--- config.mk ---
export PLATFORM = sky130hd
export DESIGN_NAME = sample_range_normalizer_top
export DESIGN_NICKNAME = d
export VERILOG_FILES = /design/src/rtl/core/srn_pkg.sv /design/src/rtl/core/srn_div_stage.sv /design/src/rtl/core/sample_range_normalizer_top.sv
export SDC_FILE = /design/constraint.sdc
export NUM_CORES = 1
export LEC_CHECK = 0
export BUFFER_PORTS_ARGS = -buffer_cell sky130_fd_sc_hd__buf_2
export CORE_MARGIN = 4
export CORE_UTILIZATION = 50
export CTS_BUF_LIST = sky130_fd_sc_hd__clkbuf_4
export CTS_CLUSTER_DIAMETER = 30
export DETAILED_ROUTE_END_ITERATION = 12
export PLACE_DENSITY_LB_ADDON = 0.12
export SLEW_MARGIN = 5
export SYNTH_ARGS = -nofsm -noshare
export SYNTH_HDL_FRONTEND = slang
export SYNTH_SLANG_ARGS = --single-unit
--- constraint.sdc ---
create_clock -name i_clk -period 11.35 [get_ports i_clk]
set_input_delay 0.5675 -clock i_clk [delete_from_list [all_inputs] [get_ports i_clk]]
set_output_delay 0.5675 -clock i_clk [all_outputs]
set_load 0.01 [all_outputs]
--- src/rtl/core/srn_pkg.sv ---
// srn_pkg: shared types and constants for the sample range normalizer.
// No dependencies; used by srn_div_stage and sample_range_normalizer_top.
`timescale 1ns / 1ps
`default_nettype none

package srn_pkg;

    localparam int unsigned SAMPLE_W        = 16;
    localparam int unsigned QUOT_W          = 16;
    localparam int unsigned STEPS_PER_STAGE = 4;
    localparam int unsigned NUM_DIV_STAGES  = QUOT_W / STEPS_PER_STAGE;

    localparam logic [SAMPLE_W-1:0] FULL_SCALE = 16'hFFFF;
    localparam logic [SAMPLE_W-1:0] RST_SAMPLE_MAXIMUM = 16'hFFFF;

    // configuration register indexes
    typedef enum logic [0:0] {
        CFG_SAMPLE_MAXIMUM = 1'b0,
        CFG_BYTE_SAMPLES   = 1'b1
    } t_cfg_index;

    // divider state: partial remainder, plus a shift word that holds the
    // unconsumed low numerator bits on top and the quotient bits below
    typedef struct packed {
        logic [SAMPLE_W-1:0] rem;
        logic [QUOT_W-1:0]   nq;
        logic                zero;  // force a zero result
        logic                bad;   // sample above maximum
    } t_div_word;

endpackage

`default_nettype wire

--- src/rtl/core/srn_div_stage.sv ---
// srn_div_stage: one registered slice of the restoring divider, several
// quotient bits per slice. Depends on srn_pkg.
`timescale 1ns / 1ps
`default_nettype none

module srn_div_stage (
    input  wire                             i_clk,
    input  wire                             i_rst_n,
    input  wire                             i_valid,
    output logic                            o_ready,
    input  wire  srn_pkg::t_div_word        i_word,
    input  wire  [srn_pkg::SAMPLE_W-1:0]    i_divisor,
    output logic                            o_valid,
    input  wire                             i_ready,
    output srn_pkg::t_div_word              o_word
);

    logic               r_valid;
    srn_pkg::t_div_word r_word;
    srn_pkg::t_div_word n_word;

    always_comb begin
        logic [srn_pkg::SAMPLE_W:0] trial;
        logic                       q_bit;
        n_word = i_word;
        for (int k = 0; k < int'(srn_pkg::STEPS_PER_STAGE); k++) begin
            trial = {n_word.rem, n_word.nq[srn_pkg::QUOT_W-1]};
            if (trial >= {1'b0, i_divisor}) begin
                trial = trial - {1'b0, i_divisor};
                q_bit = 1'b1;
            end else begin
                q_bit = 1'b0;
            end
            n_word.rem = trial[srn_pkg::SAMPLE_W-1:0];
            n_word.nq  = {n_word.nq[srn_pkg::QUOT_W-2:0], q_bit};
        end
    end

    assign o_ready = ~r_valid | i_ready;

    always_ff @(posedge i_clk) begin
        if (!i_rst_n) begin
            r_valid <= 1'b0;
        end else if (o_ready) begin
            r_valid <= i_valid;
        end
    end

    always_ff @(posedge i_clk) begin
        if (o_ready && i_valid) begin
            r_word <= n_word;
        end
    end

    assign o_valid = r_valid;
    assign o_word  = r_word;

endmodule

`default_nettype wire

--- src/rtl/core/sample_range_normalizer_top.sv ---
// Pipeline: one front stage that forms the numerator, then four divider
// stages of four quotient bits each, all registered.
// Throughput: one word per cycle; each stage holds its word while the next
// is full, so a stall at the output backs up stage by stage.
// Reset: synchronous active low; clears all stage valid bits and loads the
// configuration registers with maximum 65535 and 16-bit samples.
// Depends on srn_pkg and srn_div_stage.
`timescale 1ns / 1ps
`default_nettype none

module sample_range_normalizer_top (
    input  wire                             i_clk,
    input  wire                             i_rst_n,
    // configuration
    input  wire                             i_cfg_we,
    input  wire  [0:0]                      i_cfg_index,
    input  wire  [srn_pkg::SAMPLE_W-1:0]    i_cfg_data,
    // input words
    input  wire                             i_in_valid,
    output logic                            o_in_ready,
    input  wire  [srn_pkg::SAMPLE_W-1:0]    i_raw_sample,
    // result words
    output logic                            o_out_valid,
    input  wire                             i_out_ready,
    output logic [srn_pkg::QUOT_W-1:0]      o_scaled_sample,
    output logic                            o_out_of_range
);

    localparam int unsigned NS = srn_pkg::NUM_DIV_STAGES;
    localparam int unsigned SW = srn_pkg::SAMPLE_W;

    logic [SW-1:0] r_sample_maximum;
    logic          r_byte_samples;

    always_ff @(posedge i_clk) begin
        if (!i_rst_n) begin
            r_sample_maximum <= srn_pkg::RST_SAMPLE_MAXIMUM;
            r_byte_samples   <= 1'b0;
        end else if (i_cfg_we) begin
            unique case (srn_pkg::t_cfg_index'(i_cfg_index))
                srn_pkg::CFG_SAMPLE_MAXIMUM: r_sample_maximum <= i_cfg_data;
                srn_pkg::CFG_BYTE_SAMPLES:   r_byte_samples   <= i_cfg_data[0];
                default: ;
            endcase
        end
    end

    // front stage: numerator = value * 65535 + maximum / 2
    logic               r_front_valid;
    srn_pkg::t_div_word r_front_word;
    srn_pkg::t_div_word n_front_word;
    logic               front_ready;
    logic [SW-1:0]      value;
    logic [2*SW-1:0]    numer;

    logic               div_valid [NS+1];
    logic               div_ready [NS+1];
    srn_pkg::t_div_word div_word  [NS+1];

    always_comb begin
        value = r_byte_samples ? {8'h00, i_raw_sample[7:0]} : i_raw_sample;
        numer = {value, {SW{1'b0}}} - {{SW{1'b0}}, value}
              + {{(SW+1){1'b0}}, r_sample_maximum[SW-1:1]};
        n_front_word.rem  = numer[2*SW-1:SW];
        n_front_word.nq   = numer[SW-1:0];
        n_front_word.bad  = value > r_sample_maximum;
        n_front_word.zero = n_front_word.bad || (r_sample_maximum == '0);
    end

    assign front_ready = ~r_front_valid | div_ready[0];
    assign o_in_ready  = front_ready;

    always_ff @(posedge i_clk) begin
        if (!i_rst_n) begin
            r_front_valid <= 1'b0;
        end else if (front_ready) begin
            r_front_valid <= i_in_valid;
        end
    end

    always_ff @(posedge i_clk) begin
        if (front_ready && i_in_valid) begin
            r_front_word <= n_front_word;
        end
    end

    assign div_valid[0] = r_front_valid;
    assign div_word[0]  = r_front_word;

    for (genvar g = 0; g < NS; g++) begin : g_div
        srn_div_stage u_stage (
            .i_clk     (i_clk),
            .i_rst_n   (i_rst_n),
            .i_valid   (div_valid[g]),
            .o_ready   (div_ready[g]),
            .i_word    (div_word[g]),
            .i_divisor (r_sample_maximum),
            .o_valid   (div_valid[g+1]),
            .i_ready   (div_ready[g+1]),
            .o_word    (div_word[g+1])
        );
    end

    assign div_ready[NS]   = i_out_ready;
    assign o_out_valid     = div_valid[NS];
    assign o_scaled_sample = div_word[NS].zero ? '0 : div_word[NS].nq;
    assign o_out_of_range  = div_word[NS].bad;

    // a flagged sample always reads as zero
    a_bad_is_zero: assert property (@(posedge i_clk) disable iff (!i_rst_n)
        o_out_valid && o_out_of_range |-> o_scaled_sample == '0)
        else $error("out of range word with nonzero result");

    // zero maximum never lets the divider result through
    a_zero_max: assert property (@(posedge i_clk) disable iff (!i_rst_n)
        o_out_valid && r_sample_maximum == '0 |-> o_scaled_sample == '0)
        else $error("nonzero result with zero maximum");

    // an empty output stage means the whole pipe can move
    a_empty_ready: assert property (@(posedge i_clk) disable iff (!i_rst_n)
        !o_out_valid |-> o_in_ready)
        else $error("input stalled with empty output stage");

    a_reset_clear: assert property (@(posedge i_clk)
        !i_rst_n |=> !o_out_valid && !r_front_valid)
        else $error("valid left set after reset");

endmodule

`default_nettype wire

==> impl_metrics.csv <==
group,metric,value,unit
route,vias,18429,
cts,cts_tree,"yes",
sta,setup_viol,0,
setup_path,path_common_cell,"a21oi_1",
floorplan,ioPinCount,57,
sta,slew_viol_final,0,
floorplan,fp.coreArea,41900,µm²
floorplan,dieHeight,214,µm
global_route,grt_antenna_before_repair,1,
logic_synthesis,ys_seq_area_frac,0.239,
logic_synthesis,syn_avg_cell_area,8.95,µm²
floorplan,start_util,0.506,
final_layout,final_cell_mix,"287 x ha_1, 182 x a21oi_1, 182 x nor2_1",
setup_path,critPathKind,"flop to flop",
global_route,overflow,0,
run,maxCapViolations,0,
final_layout,area_growth,8.22,%
global_route,track_usage,0.277,
cts,cts_sinks,176,
sta,relSlewSlack,0.198,
logic_synthesis,synth-seq-cells,176,
cts,cts_buffers,17,
global_route,grt_pass1_vias,18145,
logic_synthesis,yosysTopAreaCell,"edfxtp_1",
sta,finalCritPeriodShare,0.937,
cts,cts_root_buf,"clkbuf_4",
global_route,grt_max_degree,35,
cts,clk_latency,0.75,ns
setup_path,end_kind,"flop",
final_layout,fin_nets,2817,
sta,fin_tns_setup,0,ns
run_status,run_status,"complete, no violations",
logic_synthesis,synth_top_flop_cell,"edfxtp_1",
setup_path,crit_required,11.86,ns
floorplan,num_rows,75,
final_layout,drive_above_1_share,0.139,
logic_synthesis,synth_top_area_frac,0.218,
logic_synthesis,yosysWarnings,0,
setup_path,startpoint_type,"flop",
setup_path,path_max_fanout,18,
cts,path_clk_slew,0.18,ns
sta,max_freq,94.0,MHz
sta,skew,0.0432,ns
place,finalWeightedCongestion,0.931,
logic_synthesis,synthCells,2368,
route,wl,64000,µm
sta,worst_pin_slew,1.20,ns
setup_path,arrival,11.15,ns
logic_synthesis,synth-async-reset-ratio,0,
place,port-buffer-count,56,
setup_path,crit_path_max_incr_delay,0.44,ns
floorplan,die_area,45800,µm²
route,dr.pass1.iters,5,
route,drtIter0Drc,1200,
cts,htreeDepth,4,
floorplan,die_w,214,µm
route,drc,0,
route,wl_per_cell,21.1,µm
logic_synthesis,syn_area,21200,µm²
logic_synthesis,synth_cell_types,93,
place,dp_hpwl,49300,µm
global_route,grt_pass1_wl,100000,µm
logic_synthesis,syn_nets,2709,
route,routed_via_density,6.08,
final_layout,mostFrequentLayoutCell,"ha_1",
sta,hold_violations,0,
cts,clk_path_buf_depth,2,
worst_hold_path,hold_path.class,"input port to flop",
logic_synthesis,synth_edf_count,154,
setup_path,slowest_stage,"ha_1",
sta,min_period,10.63,ns
route,postRouteAntennaNets,0,
sta,rsz0062_at_grt,"false",
logic_synthesis,synth_area_leaders,"edfxtp_1 22%, ha_1 17%, mux2_2 5.7%, xnor2_1 5.2%, a21oi_1 4.3%",
-- worst max-delay path, delay by kind of cell, from the launching register on --
family	cells	cell delay, ns
AO/OA/AOI/OAI	22	4.62
adder cells (fa/ha/maj)	4	1.46
multiplexers	4	1.42
buffers and inverters	6	1.27
AND/OR/NAND/NOR	7	1.20
flip-flops	1	0.40
-- flip-flops by register name (all words and copies together) (netlist names) --
register	count
r_front_valid	1
r_byte_samples	1
g_div.u_stage.o_valid	4
r_sample_maximum	16
g_div.u_stage.o_word	120
div_word	34
-- cell type report --
class	instances	area [µm²]
repair buffers	125	868
clock inverters	13	193
multi-input cells	2018	15500
well taps	539	674
clock buffers	19	143
inverters	138	520
fillers	3946	19000
flip-flops and latches	176	5060
diodes	1	2.50
-- cell usage after synthesis (10+ instances only) --
master,count
a211o_1,16
a211oi_1,27
a21boi_0,19
a21o_1,67
a21oi_1,183
a31oi_1,17
and2_1,14
and3_1,21
clkbuf_1,17
dfxtp_1,22
edfxtp_1,154
fa_1,16
ha_1,287
inv_1,134
mux2_1,10
mux2_2,108
mux2_4,23
mux2i_1,30
nand2_1,146
nand2b_1,33
nand3_1,53
nand4_1,44
nor2_1,182
nor2b_1,70
nor3_1,52
nor4_1,18
o211ai_1,26
o21a_1,57
o21ai_0,136
o21ai_1,10
o21bai_1,14
o31a_1,11
o31ai_1,18
or2_2,12
or3_1,15
xnor2_1,125
xor2_1,61
-- worst paths after layout --
path	start	end	slack, ns	cells after the start
worst max-delay path	r_sample_maximum[2]$_SDFFE_PN1P_	g_div[1].u_stage.o_word[25]$_DFFE_PP_	0.72	43
worst min-delay path	i_cfg_data[2]	r_sample_maximum[2]$_SDFFE_PN1P_	0.1	3
worst max register to register	r_sample_maximum[2]$_SDFFE_PN1P_	g_div[1].u_stage.o_word[25]$_DFFE_PP_	0.72	43
worst min register to register	g_div[1].u_stage.o_word[5]$_DFFE_PP_	g_div[2].u_stage.o_word[9]$_DFFE_PP_	0.41	0
-- through the flow --
step / cells / worst slack [ns] / hold slack (ns) / area (µm²) / util
after CTS: 3014 / 0.220 / 0.00737 / 22800 / 0.543
after global placement: 2974 / 0.264 / 0.402 / 22400 / 0.533
after floorplan: 2368 / 0.726 / 0.400 / 21200 / -
after detailed placement: 2974 / 0.308 / 0.405 / 22400 / 0.533
after global routing: 3029 / 0.0398 / 0.0217 / 22900 / 0.547
final: 3029 / 0.715 / 0.0978 / 22900 / 0.547
-- timing repair --
item | CTS | global route
endpoints found under the setup margin | 0 | 51
hold buffers | 8 | 0
gates resized for setup | 0 | 10
setup buffers | 0 | 14
hold endpoints to repair | 8 | 0
-- cell families after synthesis --
family                     after synthesis  synth area share
and+or+nand+nor                        681             0.159
AOI/OAI and AO/OA                      674             0.210
adders and majority gates              303             0.184
xor gates and xnor gates               186            0.0768
DFF                                    176             0.239
buffers and inverters                  174            0.0351
muxes                                  174            0.0963
-- routing by layer --
metal	wire, µm	global-route usage
met5	0	0
met4	3040	0.132
met3	2880	0.0345
met2	30300	0.469
met1	27800	0.354
Power is not shown: default switching activity piles up to over one toggle a cycle in this logic, so the estimate is an artifact.
